## config.mk

```make
export PLATFORM = sky130hd
export DESIGN_NAME = multi_slot_timer_table
export DESIGN_NICKNAME = d
export VERILOG_FILES = /design/src/hw/rtl/mstt_pkg.sv /design/src/hw/rtl/mstt_ram.sv /design/src/hw/rtl/mstt_front.sv /design/src/hw/rtl/mstt_engine.sv /design/src/hw/rtl/multi_slot_timer_table.sv
export SDC_FILE = /design/constraint.sdc
export NUM_CORES = 2
export LEC_CHECK = 0
export BUFFER_PORTS_ARGS = -buffer_cell sky130_fd_sc_hd__buf_2
export CAP_MARGIN = 0
export CORE_ASPECT_RATIO = 0.7
export CORE_MARGIN = 8
export CORE_UTILIZATION = 65
export CTS_BUF_LIST = sky130_fd_sc_hd__clkbuf_16
export DETAILED_ROUTE_END_ITERATION = 16
export GPL_ROUTABILITY_DRIVEN = 0
export PLACE_DENSITY = 0.82
export SLEW_MARGIN = 20
export SYNTH_ARGS = -nofsm -noshare
export SYNTH_HDL_FRONTEND = slang
export SYNTH_SLANG_ARGS = --single-unit
```

## constraint.sdc

```tcl
create_clock -name clk -period 21.5 [get_ports clk]
set_input_delay 0 -clock clk [delete_from_list [all_inputs] [get_ports clk]]
set_output_delay 0 -clock clk [all_outputs]
set_load 0.05 [all_outputs]
```

## src/hw/rtl/mstt_pkg.sv

```systemverilog
package mstt_pkg;

  localparam int NumTimersDefault = 16;
  localparam int HandleLimit      = 16;
  localparam int FireLimit        = 16;

  typedef enum logic [2:0] {
    REQ_CREATE     = 3'd0,
    REQ_START_ONCE = 3'd1,
    REQ_START_PER  = 3'd2,
    REQ_RESTART    = 3'd3,
    REQ_STOP       = 3'd4,
    REQ_DELETE     = 3'd5,
    REQ_IS_ACTIVE  = 3'd6,
    REQ_POLL       = 3'd7
  } req_t;

  typedef enum logic [1:0] {
    ST_OK      = 2'd0,
    ST_INVALID = 2'd1,
    ST_NO_MEM  = 2'd2
  } status_t;

  // One request as it leaves the front end.
  typedef struct packed {
    req_t        req;
    logic [3:0]  slot;
    logic [63:0] now_us;
    logic [63:0] duration_us;
    logic [4:0]  fire_cap;
  } cmd_t;

  // One result item.
  typedef struct packed {
    status_t    status;
    logic [3:0] handle;
    logic       fired;
    logic       is_running;
    logic [4:0] fire_count;
    logic       last;
  } res_t;

endpackage

```

## src/hw/rtl/mstt_ram.sv

```systemverilog
module mstt_ram #(
  parameter int Width = 64,
  parameter int Depth = 16
) (
  input  logic                     clk,
  input  logic                     we,
  input  logic [$clog2(Depth)-1:0] waddr,
  input  logic [Width-1:0]         wdata,
  input  logic [$clog2(Depth)-1:0] raddr,
  output logic [Width-1:0]         rdata
);

  logic [Width-1:0] mem [Depth];

  // One write port, one registered read port.
  always_ff @(posedge clk) begin
    if (we) begin
      mem[waddr] <= wdata;
    end
    rdata <= mem[raddr];
  end

endmodule

```

## src/hw/rtl/mstt_front.sv

```systemverilog
module mstt_front (
  input  logic           clk,
  input  logic           rst_n,
  input  logic           in_tvalid,
  output logic           in_tready,
  input  mstt_pkg::cmd_t in_cmd,
  output logic           q_valid,
  input  logic           q_pop,
  output mstt_pkg::cmd_t q_cmd
);
  import mstt_pkg::*;

  // Two-entry request queue between the stream input and the engine.
  cmd_t       buf_r [2];
  logic       wp_r, rp_r;
  logic [1:0] cnt_r;
  logic       push;

  assign in_tready = (cnt_r != 2'd2);
  assign push      = in_tvalid && in_tready;
  assign q_valid   = (cnt_r != 2'd0);
  assign q_cmd     = buf_r[rp_r];

  always_ff @(posedge clk) begin
    if (!rst_n) begin
      wp_r  <= 1'b0;
      rp_r  <= 1'b0;
      cnt_r <= 2'd0;
    end else begin
      if (push) wp_r <= ~wp_r;
      if (q_pop) rp_r <= ~rp_r;
      cnt_r <= cnt_r + {1'b0, push} - {1'b0, q_pop};
    end
  end

  always_ff @(posedge clk) begin
    if (push) begin
      buf_r[wp_r] <= in_cmd;
    end
  end

endmodule

```

## src/hw/rtl/mstt_engine.sv

```systemverilog
module mstt_engine #(
  parameter int NUM_TIMERS = mstt_pkg::NumTimersDefault
) (
  input  logic           clk,
  input  logic           rst_n,
  input  logic           q_valid,
  output logic           q_pop,
  input  mstt_pkg::cmd_t q_cmd,
  output logic           out_tvalid,
  input  logic           out_tready,
  output mstt_pkg::res_t out_res
);
  import mstt_pkg::*;

  localparam int Usable = (NUM_TIMERS < HandleLimit) ? NUM_TIMERS : HandleLimit;
  localparam int IdxW   = (Usable > 1) ? $clog2(Usable) : 1;
  localparam logic [IdxW-1:0] LastIdx = IdxW'(Usable - 1);

  typedef enum logic [2:0] {S_IDLE, S_EXEC, S_READ, S_SCAN, S_FIN} state_t;

  state_t            state_r, state_nxt;
  cmd_t              cmd_r, cmd_nxt;
  logic [Usable-1:0] alloc_r, alloc_nxt, act_r, act_nxt, per_r, per_nxt;
  logic [IdxW-1:0]   idx_r, idx_nxt;
  logic [IdxW-1:0]   pend_r, pend_nxt;
  logic [4:0]        cnt_r, cnt_nxt;
  logic [4:0]        lim_r, lim_nxt;
  logic              res_v_r, res_v_nxt;
  res_t              res_r, res_nxt;

  // Period and expiry stores.
  logic             p_we, e_we;
  logic [IdxW-1:0]  p_wa, e_wa, p_ra, e_ra;
  logic [63:0]      p_wd, e_wd, p_rd, e_rd;

  mstt_ram #(.Width(64), .Depth(1 << IdxW)) u_period (
    .clk, .we(p_we), .waddr(p_wa), .wdata(p_wd), .raddr(p_ra), .rdata(p_rd));
  mstt_ram #(.Width(64), .Depth(1 << IdxW)) u_expiry (
    .clk, .we(e_we), .waddr(e_wa), .wdata(e_wd), .raddr(e_ra), .rdata(e_rd));

  logic             in_rng, valid_s;
  logic [IdxW-1:0]  s_idx;
  logic             free_any;
  logic [IdxW-1:0]  free_idx;
  logic             due;
  logic             zero_dur;
  logic             out_free;
  logic [63:0]      sum_now_dur;

  function automatic res_t fire_res(logic [IdxW-1:0] h, logic [4:0] n, logic l);
    res_t r;
    r.status     = ST_OK;
    r.handle     = 4'(h);
    r.fired      = 1'b1;
    r.is_running = 1'b0;
    r.fire_count = n;
    r.last       = l;
    return r;
  endfunction

  assign in_rng      = ({1'b0, cmd_r.slot} < 5'(Usable));
  assign s_idx       = cmd_r.slot[IdxW-1:0];
  assign valid_s     = in_rng && alloc_r[s_idx];
  assign zero_dur    = (cmd_r.duration_us == 64'd0);
  assign sum_now_dur = cmd_r.now_us + cmd_r.duration_us;
  assign due         = alloc_r[idx_r] && act_r[idx_r] && !(cmd_r.now_us < e_rd);

  // Lowest free slot.
  always_comb begin
    free_any = 1'b0;
    free_idx = '0;
    for (int i = Usable - 1; i >= 0; i--) begin
      if (!alloc_r[i]) begin
        free_any = 1'b1;
        free_idx = IdxW'(i);
      end
    end
  end

  assign out_free   = !res_v_r || out_tready;
  assign q_pop      = (state_r == S_IDLE) && q_valid;
  assign out_tvalid = res_v_r;
  assign out_res    = res_r;

  // Both stores are read at the slot the scan looks at in the next cycle.
  assign p_ra = idx_nxt;
  assign e_ra = idx_nxt;

  // Request sequencer. A poll checks one slot per cycle unless a held firing
  // waits to leave; a firing is held in pend_r until the next firing or the
  // end of the scan shows whether it is the last result of the poll.
  always_comb begin
    state_nxt = state_r;
    cmd_nxt   = cmd_r;
    alloc_nxt = alloc_r;
    act_nxt   = act_r;
    per_nxt   = per_r;
    idx_nxt   = idx_r;
    pend_nxt  = pend_r;
    cnt_nxt   = cnt_r;
    lim_nxt   = lim_r;
    res_v_nxt = res_v_r && !out_tready;
    res_nxt   = res_r;
    p_we = 1'b0; p_wa = s_idx; p_wd = cmd_r.duration_us;
    e_we = 1'b0; e_wa = s_idx; e_wd = sum_now_dur;
    unique case (state_r)
      S_IDLE: begin
        if (q_pop) begin
          cmd_nxt = q_cmd;
          idx_nxt = '0;
          cnt_nxt = '0;
          lim_nxt = (q_cmd.fire_cap > 5'(FireLimit)) ? 5'(FireLimit) : q_cmd.fire_cap;
          if (q_cmd.req == REQ_POLL) begin
            state_nxt = (q_cmd.fire_cap == 5'd0) ? S_FIN : S_READ;
          end else begin
            state_nxt = S_EXEC;
          end
        end
      end
      S_READ: begin
        // Slot 0 is being read; its data is ready in the first scan cycle.
        state_nxt = S_SCAN;
      end
      S_SCAN: begin
        if (due) begin
          // A held firing must leave before the new one takes its place.
          if (cnt_r == 5'd0 || out_free) begin
            if (cnt_r != 5'd0) begin
              res_v_nxt = 1'b1;
              res_nxt   = fire_res(pend_r, cnt_r, 1'b0);
            end
            if (per_r[idx_r]) begin
              e_we = 1'b1;
              e_wa = idx_r;
              e_wd = cmd_r.now_us + p_rd;
            end else begin
              act_nxt[idx_r] = 1'b0;
            end
            pend_nxt = idx_r;
            cnt_nxt  = cnt_r + 5'd1;
            if (cnt_r + 5'd1 == lim_r || idx_r == LastIdx) begin
              state_nxt = S_FIN;
            end else begin
              idx_nxt = idx_r + IdxW'(1);
            end
          end
        end else if (idx_r == LastIdx) begin
          state_nxt = S_FIN;
        end else begin
          idx_nxt = idx_r + IdxW'(1);
        end
      end
      S_FIN: begin
        if (out_free) begin
          res_v_nxt = 1'b1;
          state_nxt = S_IDLE;
          if (cnt_r != 5'd0) begin
            res_nxt = fire_res(pend_r, cnt_r, 1'b1);
          end else begin
            res_nxt = '{status: ST_OK, handle: 4'd0, fired: 1'b0,
                        is_running: 1'b0, fire_count: 5'd0, last: 1'b1};
          end
        end
      end
      S_EXEC: begin
        if (out_free) begin
          res_v_nxt = 1'b1;
          state_nxt = S_IDLE;
          res_nxt   = '{status: ST_OK, handle: 4'd0, fired: 1'b0,
                        is_running: 1'b0, fire_count: 5'd0, last: 1'b1};
          if (cmd_r.req == REQ_CREATE) begin
            if (free_any) begin
              alloc_nxt[free_idx] = 1'b1;
              act_nxt[free_idx]   = 1'b0;
              per_nxt[free_idx]   = 1'b0;
              res_nxt.handle      = 4'(free_idx);
            end else begin
              res_nxt.status = ST_NO_MEM;
            end
          end else if (!valid_s) begin
            res_nxt.status = ST_INVALID;
          end else begin
            unique case (cmd_r.req)
              REQ_START_ONCE, REQ_RESTART: begin
                p_we = 1'b1;
                e_we = 1'b1;
                per_nxt[s_idx] = 1'b0;
                // A one-shot start with no delay fires right away.
                if (cmd_r.req == REQ_START_ONCE && zero_dur) begin
                  act_nxt[s_idx]     = 1'b0;
                  res_nxt.handle     = cmd_r.slot;
                  res_nxt.fired      = 1'b1;
                  res_nxt.fire_count = 5'd1;
                end else begin
                  act_nxt[s_idx] = 1'b1;
                end
              end
              REQ_START_PER: begin
                if (zero_dur) begin
                  res_nxt.status = ST_INVALID;
                end else begin
                  p_we = 1'b1;
                  e_we = 1'b1;
                  per_nxt[s_idx] = 1'b1;
                  act_nxt[s_idx] = 1'b1;
                end
              end
              REQ_STOP: act_nxt[s_idx] = 1'b0;
              REQ_DELETE: begin
                alloc_nxt[s_idx] = 1'b0;
                act_nxt[s_idx]   = 1'b0;
                per_nxt[s_idx]   = 1'b0;
              end
              REQ_IS_ACTIVE: res_nxt.is_running = act_r[s_idx];
              default: ;
            endcase
          end
        end
      end
      default: state_nxt = S_IDLE;
    endcase
  end

  // State and registered outputs.
  always_ff @(posedge clk) begin
    if (!rst_n) begin
      state_r <= S_IDLE;
      cmd_r   <= '0;
      alloc_r <= '0;
      act_r   <= '0;
      per_r   <= '0;
      idx_r   <= '0;
      pend_r  <= '0;
      cnt_r   <= '0;
      lim_r   <= '0;
      res_v_r <= 1'b0;
      res_r   <= '0;
    end else begin
      state_r <= state_nxt;
      cmd_r   <= cmd_nxt;
      alloc_r <= alloc_nxt;
      act_r   <= act_nxt;
      per_r   <= per_nxt;
      idx_r   <= idx_nxt;
      pend_r  <= pend_nxt;
      cnt_r   <= cnt_nxt;
      lim_r   <= lim_nxt;
      res_v_r <= res_v_nxt;
      res_r   <= res_nxt;
    end
  end

endmodule

```

## src/hw/rtl/multi_slot_timer_table.sv

```systemverilog
// Timer slot table with a stream request port and a stream result port; the
// request code travels in in_tuser. Create, start, restart, stop, delete and
// is_active give one result, registered behind the request queue and the
// engine's command register, and the engine takes a new request only once
// it is back in its idle state. A poll scans the usable slots (NUM_TIMERS,
// at most 16) in index order, one per cycle, and gives one result per timer
// that fires, flagged by out_tuser, or a single empty result; its last
// result carries tlast and the final fire count, and the fire limit can end
// the scan early. A firing is held until the next firing or the end of the
// scan shows whether it is the last, so result-side stalls pause the scan
// only while a held result waits to leave. A two-entry queue takes requests
// while the engine is busy.
module multi_slot_timer_table #(
  parameter int NUM_TIMERS = mstt_pkg::NumTimersDefault
) (
  input  logic         clk,
  input  logic         rst_n,
  input  logic         in_tvalid,
  output logic         in_tready,
  // tdata: slot[3:0], now_us[67:4], duration_us[131:68], fire_cap[136:132],
  //        zero fill
  input  logic [143:0] in_tdata,
  // tuser: req_type[2:0]
  input  logic [2:0]   in_tuser,
  output logic         out_tvalid,
  input  logic         out_tready,
  // tdata: status[1:0], handle[5:2], is_running[6], fire_count[11:7],
  //        zero fill
  output logic [15:0]  out_tdata,
  // tuser: fired
  output logic         out_tuser,
  output logic         out_tlast
);
  import mstt_pkg::*;

  cmd_t in_cmd, q_cmd;
  res_t res;
  logic q_valid, q_pop;

  assign in_cmd = '{req: req_t'(in_tuser), slot: in_tdata[3:0],
                    now_us: in_tdata[67:4], duration_us: in_tdata[131:68],
                    fire_cap: in_tdata[136:132]};

  mstt_front u_front (
    .clk, .rst_n, .in_tvalid, .in_tready, .in_cmd,
    .q_valid, .q_pop, .q_cmd);

  mstt_engine #(.NUM_TIMERS(NUM_TIMERS)) u_engine (
    .clk, .rst_n, .q_valid, .q_pop, .q_cmd,
    .out_tvalid, .out_tready, .out_res(res));

  assign out_tdata = {4'd0, res.fire_count, res.is_running, res.handle, res.status};
  assign out_tuser = res.fired;
  assign out_tlast = res.last;

endmodule

```

Yosys cells after proc, flatten, opt, wreduce, memory -nomap -nowiden
Memory sizes are Yosys's and may differ from the RTL's. A register that Yosys moved wholly into a read port is not among the register bits.
Index checks and enable logic that the tools add are counted.
Word-level totals
  memories: 3
  input bits: 151
  output and inout bits: 20
  RAM bits: 2328
  logic and storage cells: 263
  register bits after elaboration: 223
Cells by class
  $lt $le $gt $ge: 8
  eq/ne operators: 31
  reductions and logical operators: 40
  add/subtract/negate cells: 6
  multiplexer cells: 139
  bitwise operators: 14
Memory list
  u_engine.u_expiry.mem: words 16, bits a word 64, read ports 1, clocked after memory_dff 1, write ports 1, line mstt_ram.sv:13  | logic [Width-1:0] mem [Depth];
  u_engine.u_period.mem: words 16, bits a word 64, read ports 1, clocked after memory_dff 1, write ports 1, line mstt_ram.sv:13
  u_front.buf_r: words 2, bits a word 140, read ports 1, clocked after memory_dff 1, write ports 1, line mstt_front.sv:14  | cmd_t buf_r [2];
Operators by type and width (count)
  $mux 16: 17
  $mux 64: 4
  $add 64x64->64: 2
  $mux 4: 26
  $and 16x16->16: 6
  $mux 14: 5
  $logic_not 64->1: 1
  $lt 64x64->1: 1
  $pmux 16 s2: 2
  $mux 1: 48
  $not 16->16: 3
  $or 16x16->16: 3
  $pmux 16 s3: 1
  $pmux 14 s3: 1
  $mux 5: 6
  $mux 3: 8
  $bmux 1 s4: 5
  $eq 3x3->1 const B: 5
  $lt 4x5->1 const B: 3
  $ne 2x1->1 const B: 7
  $demux 1 s4: 3
  $eq 3x2->1 const B: 4
  $ge 4x1->1 const B: 3
  $mux 12: 1
  other kinds (39): 73

Logic depth before layout (Yosys ltp)
  depth in word-level cells: 26
  gate-level depth with buffers: 19
  mapped depth without buffers: 15

Modules after synthesis
Synthesis repeated with hierarchy kept, for this count alone.
Unflattened totals
  cells, all modules: 6475
  area total of the unflattened synthesis: 109915.4 um^2
Modules (own cells, without submodules)
  mstt_ram: instances 2, sequential area each 32030.7 um^2, cells each 1647, area each 39581.7 um^2
  mstt_engine: instances 1, sequential area each 4384.2 um^2, cells each 2712, area each 19932.9 um^2
  mstt_front: instances 1, sequential area each 8508.2 um^2, cells each 464, area each 10785.3 um^2
  multi_slot_timer_table: instances 1, sequential area each 0.0 um^2, cells each 5, area each 33.8 um^2

Least setup slack after synthesis
Ideal clock, no wire load.
  kind: register to register
  from: register u_front.cnt_r[0]
  to: memory u_front.buf_r[0][0] in the netlist's numbering, enable pin
  slack: 14.117 ns
  period minus slack after synthesis: 7.383 ns
  setup time: 0.642 ns
  arrival time: 6.741 ns
  stages on the path, launching flop included: 5
  cell sequence: dfxtp_1 inv_1 nand2_1 nand2_1 nor2_1
Between the ends
  word-level cells in the longest chain between the ends: 4
RTL lines
  start, declared: line mstt_front.sv:16  | logic [1:0] cnt_r;
  start signal, assigned: line mstt_front.sv:32  | cnt_r <= cnt_r + {1'b0, push} - {1'b0, q_pop};
  $ne 2x2->1: line mstt_front.sv:19  | assign in_tready = (cnt_r != 2'd2);
  net in_tready: line multi_slot_timer_table.sv:19  | output logic in_tready,
  $logic_and 1x1->1: line mstt_front.sv:20  | assign push = in_tvalid && in_tready;
  $mux 1: line mstt_front.sv:37  | if (push) begin
  $mux 1 (not written as such): line mstt_front.sv:38  | buf_r[wp_r] <= in_cmd;
  end, declared: line mstt_front.sv:14
The timed path passes the listed nets, and every way through them passes these cells.

Worst setup path in the final report
  from: register u_engine.idx_r[1]
  to: register u_engine.u_expiry.rdata[20], read port of u_engine.u_expiry.mem
Between the ends
  word-level cells in the longest chain between the ends: 6
  elaborated cells on any way between the ends: 15
RTL lines
  start, declared: line mstt_engine.sv:24  | logic [IdxW-1:0] idx_r, idx_nxt;
  start signal, assigned: line mstt_engine.sv:244  | idx_r <= idx_nxt;
  $bmux 1 s4 / $eq 4x4->1 (equally long branches): line mstt_engine.sv:66, mstt_engine.sv:141, mstt_engine.sv:147
  $mux 1 (not written as such) / $logic_or 1x1->1 (equally long branches): line mstt_engine.sv:66, mstt_engine.sv:141
  $logic_and 1x1->1 / $mux 4 (equally long branches): line mstt_engine.sv:66, mstt_engine.sv:141
  $logic_and 1x1->1 / $mux 4 (equally long branches): line mstt_engine.sv:66, mstt_engine.sv:127
  $mux 4: line mstt_engine.sv:125  | if (due) begin
  $pmux 4 s2 *: line mstt_engine.sv:106  | unique case (state_r)
  end, declared: line mstt_ram.sv:10  | output logic [Width-1:0] rdata
Mark *: on every way between the ends. The rest lies on a longest branch, timed or not. The select of a mux whose other input is x is not followed.
A chain may end at the register's enable or synchronous reset.

==> run_results.csv <==
group,metric,value,unit
status,status,"complete, but fails checks",
status,violations,"max-capacitance violations",
detailed_routing,post_drt_wl_per_cell,27.18,um
detailed_routing,top_layer,"met4",
detailed_routing,wl_met2,140.1,mm
floorplanning,die_area,0.1862,mm2
placement,placed_cell_area,0.1152,mm2
synthesis,ys_types,85,
timing,rsz0062_at_grt,"false",
timing,setup_viol,0,
cts,cts-root-buf,"clkbuf_16",
synthesis,synth.top_cell.area_share,62.36,%
min_path,worstHoldPathType,"in2reg",
setup_path,path_max_fanout,87,
timing,drv_slew,0,
synthesis,synth_top_cells_by_count,"edfxtp_1 (2328), nand2_1 (1765), and3_1 (503), mux2i_1 (397), nor2_1 (356)",
floorplanning,fp.dieH,363.5,um
global_route,grt_pass1_wl,455.3,mm
cts,cts.sink_count,2680,
detailed_routing,viasPerCell,6.755,
cells_and_area,area_growth_syn_to_layout,11.59,%
timing,fin_worst_skew,0.04067,ns
global_route,grt_max_degree,200,
global_route,globalRouteTotalUtil,32.02,%
pwr,seq_power_share,47.0,%
setup_path,start_kind,"flop",
global_route,grt-ovfl-total,0,
cells_and_area,drive_gt1_share,9.830,%
global_route,grt_pass1_vias,74470,
cts,cts_tree,"built",
pwr,pwr-share-comb,28.0,%
detailed_routing,drt_pass1_iterations,7,
pwr,p_leak,46.93,nW
flow_run,cap_viol_max_count,1,
detailed_routing,routed_wl,308.9,mm
pwr,pwr_density_cell,125.9,mW/mm2
floorplanning,core_area,0.1713,mm2
detailed_routing,vias,76760,
synthesis,synth.most_common_cell,"edfxtp_1",
setup_path,worst_setup_path_end_kind,"flop",
detailed_routing,ant_nets,0,
pwr,ir_worst_vdd,0.0001170,V
pwr,swShare,33.91,%
placement,io_buffers,159,
synthesis,synth-simple-area-share,11.79,%
setup_path,cp_data_arrival_time,9.09,ns
synthesis,synth_edf_count,2328,
synthesis,syn_area,0.1121,mm2
floorplanning,initial_core_util,65.44,%
floorplanning,dieWidth,512.4,um
timing,worst_pin_slew,1.435,ns
global_route,antenna_found_initial,3,
synthesis,synthCells,8564,
cells_and_area,num-nets-final,9261,
pwr,p_int,10.41,mW
synthesis,synth_top_flop_cell,"edfxtp_1",
placement,dp.cells,10660,
timing,hold_viol_final,0,
cts,insertion_delay,0.89,ns
synthesis,async_flop_share,0,%
synthesis,ys_warn_count,0,
pwr,pwr-share-clk,25.1,%
detailed_routing,drt_first_iter_violations,12960,
timing,fin_crit,8.321,ns
synthesis,synth_fa_ha_area_share,2.234,%
synthesis,ys_seq_area_share,68.65,%
placement,dp_hpwl,166.4,mm
cts,clk_pin_slew_worst_paths,0.07,ns
timing,tns,0,ns
cells_and_area,fin_cells,11360,
synthesis,synthTopCellsByArea,"edfxtp_1 (62%), dfxtp_1 (6.3%), nand2_1 (5.9%), mux2i_1 (3.5%), and3_1 (2.8%)",
detailed_routing,met3_length,40.44,mm
synthesis,synthXorXnorAreaFrac,0.9610,%
floorplanning,io-pin-count,171,
detailed_routing,drt-met1-wl,110.6,mm
synthesis,synth-seq-cells,2680,
timing,final.period_utilization,38.70,%
synthesis,synth_top_family_by_area,"simple AND/OR/NAND/NOR gates",
setup_path,cp.required,22.27,ns
cells_and_area,fin_area,0.1251,mm2
cts,cts_htree_levels,4,
pwr,p_sw,5.343,mW
synthesis,synth_compound_area_share,8.623,%
synthesis,synth_mux_area_share,5.162,%
synthesis,synth_area_leader_cell,"edfxtp_1",
synthesis,syn_avg_cell_area,13.09,um2
setup_path,path_class,"reg2reg",
cts,cts_setup_buffers,0,
cts,cts_buffer_depth,3,
timing,fmax,120.2,MHz
detailed_routing,drc,0,
cts,numCtsBuffers,222,
timing,relSlewSlack,1.877,%
floorplanning,rows,127,
## critical path, stage by stage (launching register included)
cell and delay (ns):
dfxtp_1 0.97, inv_2 0.24, mux4_2 0.52, mux2_2 0.30
a2111oi_4 0.61, nand4_1 0.18, a21oi_2 0.43, o21ai_1 0.22
and3_1 0.25, nor2_4 0.10, buf_4 0.71, buf_4 0.87
buf_4 0.90, buf_4 0.88, mux2_2 0.42, o32ai_1 0.20
a221o_1 0.27
## cells in the final DEF, fill, tap and decap left out, drive strengths merged, types with 10 or more instances in the layout
cell         count
a2111oi         10
mux2i          397
mux2           127
and3           503
o32ai          121
ha             197
nand2         1765
xnor2           63
a221o          121
nor2           357
mux4            17
a21boi          15
a31oi          260
o21a            21
nand3          108
o21bai          19
edfxtp        2328
clkinvlp        10
a22oi           18
a21oi          287
xor2            60
dfxtp          352
nand2b          27
nor3            43
nor2b           25
o211ai          10
inv            191
clkinv          99
or3             18
a211oi         171
nand4           48
a21o            87
dlygate4sd3    285
buf            352
nor4            31
o31ai           14
and2            16
bufinv          12
clkbuf         226
o21ai          169
## kinds of logic after synthesis
group / Yosys count
other: 1
adder cells (fa/ha/maj): 199
AO/OA/AOI/OAI: 1402
flip-flops: 2680
XOR/XNOR: 123
AND/OR/NAND/NOR: 2981
buffers and inverters: 637
multiplexers: 541
## cell type report
type,instances,area [um2]
Fill cell,9916,46200
Multi-Input combinational cell,5250,32690
Timing Repair Buffer,637,5205
Clock inverter,192,1296
Antenna cell,1,2.502
Tap cell,2257,2824
Sequential cell,2680,76960
Inverter,120,465.4
Clock buffer,226,5655
## registers in the layout, summed over array words and instances, names as in the netlist, named ones only
name and count:
u_engine.pend_r 4, u_engine.u_period.mem 1024, u_engine.out_tvalid 1, u_engine.cnt_r 5, u_front.cnt_r 2, u_engine.lim_r 5
u_engine.idx_r 4, u_engine.out_res 14, u_engine.state_r 3, u_engine.p_wd 64, u_engine.u_expiry.mem 1024, u_engine.p_wa 4
u_engine.u_expiry.rdata 64, u_engine.u_period.rdata 64, u_front.buf_r 280, u_engine.alloc_r 16, u_engine.cmd_r 67, u_front.rp_r 1
u_front.wp_r 1
## power groups by stage
stage | clock network, mW | registers [mW] | logic, mW
detailed placement | 0 | 7.48 | 4.13
global placement | 0 | 7.46 | 3.94
global route | 4.15 | 7.40 | 4.71
CTS | 3.91 | 7.37 | 4.22
finish | 3.95 | 7.40 | 4.41
floorplan | 0 | 7.40 | 2.69
## layer usage
| metal | GRT usage, % | vias to the layer above |
|---|---|---|
| met5 | 0 | - |
| met2 | 50.15 | 6093 |
| met3 | 6.120 | 1056 |
| met1 | 43.60 | 36930 |
| met4 | 15.79 | 0 |
| li1 | - | 32680 |
## per-stage QoR
| stage | util (%) | power (mW) | hold WS (ns) | setup slack (ns) |
|---|---|---|---|---|
| 2_1_floorplan | - | 10.09 | 0.09887 | 14.12 |
| 3_3_place_gp | 67.23 | 11.40 | 0.1873 | 13.60 |
| 3_5_place_dp | 67.24 | 11.61 | 0.1909 | 13.53 |
| 4_1_cts | 72.96 | 15.50 | 0.03760 | 13.54 |
| 5_1_grt | 73.03 | 16.26 | 0.1130 | 13.07 |
| 6_report | 73.03 | 15.75 | 0.1130 | 13.18 |
## final timing paths
kind / slack [ns] / cells after the start / from / end
setup reg to reg: 13.18 / 16 / u_engine.idx_r[1]$_SDFF_PN0_ / u_engine.u_expiry.rdata[20]$_DFF_P_
hold reg to reg: 0.47 / 2 / u_engine.out_res[13]$_SDFFE_PN0P_ / u_engine.out_res[13]$_SDFFE_PN0P_
hold / removal: 0.11 / 4 / out_tready / u_engine.out_tvalid$_SDFF_PN0_
setup / recovery: 13.18 / 16 / u_engine.idx_r[1]$_SDFF_PN0_ / u_engine.u_expiry.rdata[20]$_DFF_P_
## timing repair
action | in CTS | in global routing
endpoints found under the hold margin | 434 | 0
hold buffers | 285 | 0
resized for setup | 0 | 0
(Power assumes the default switching activity.)
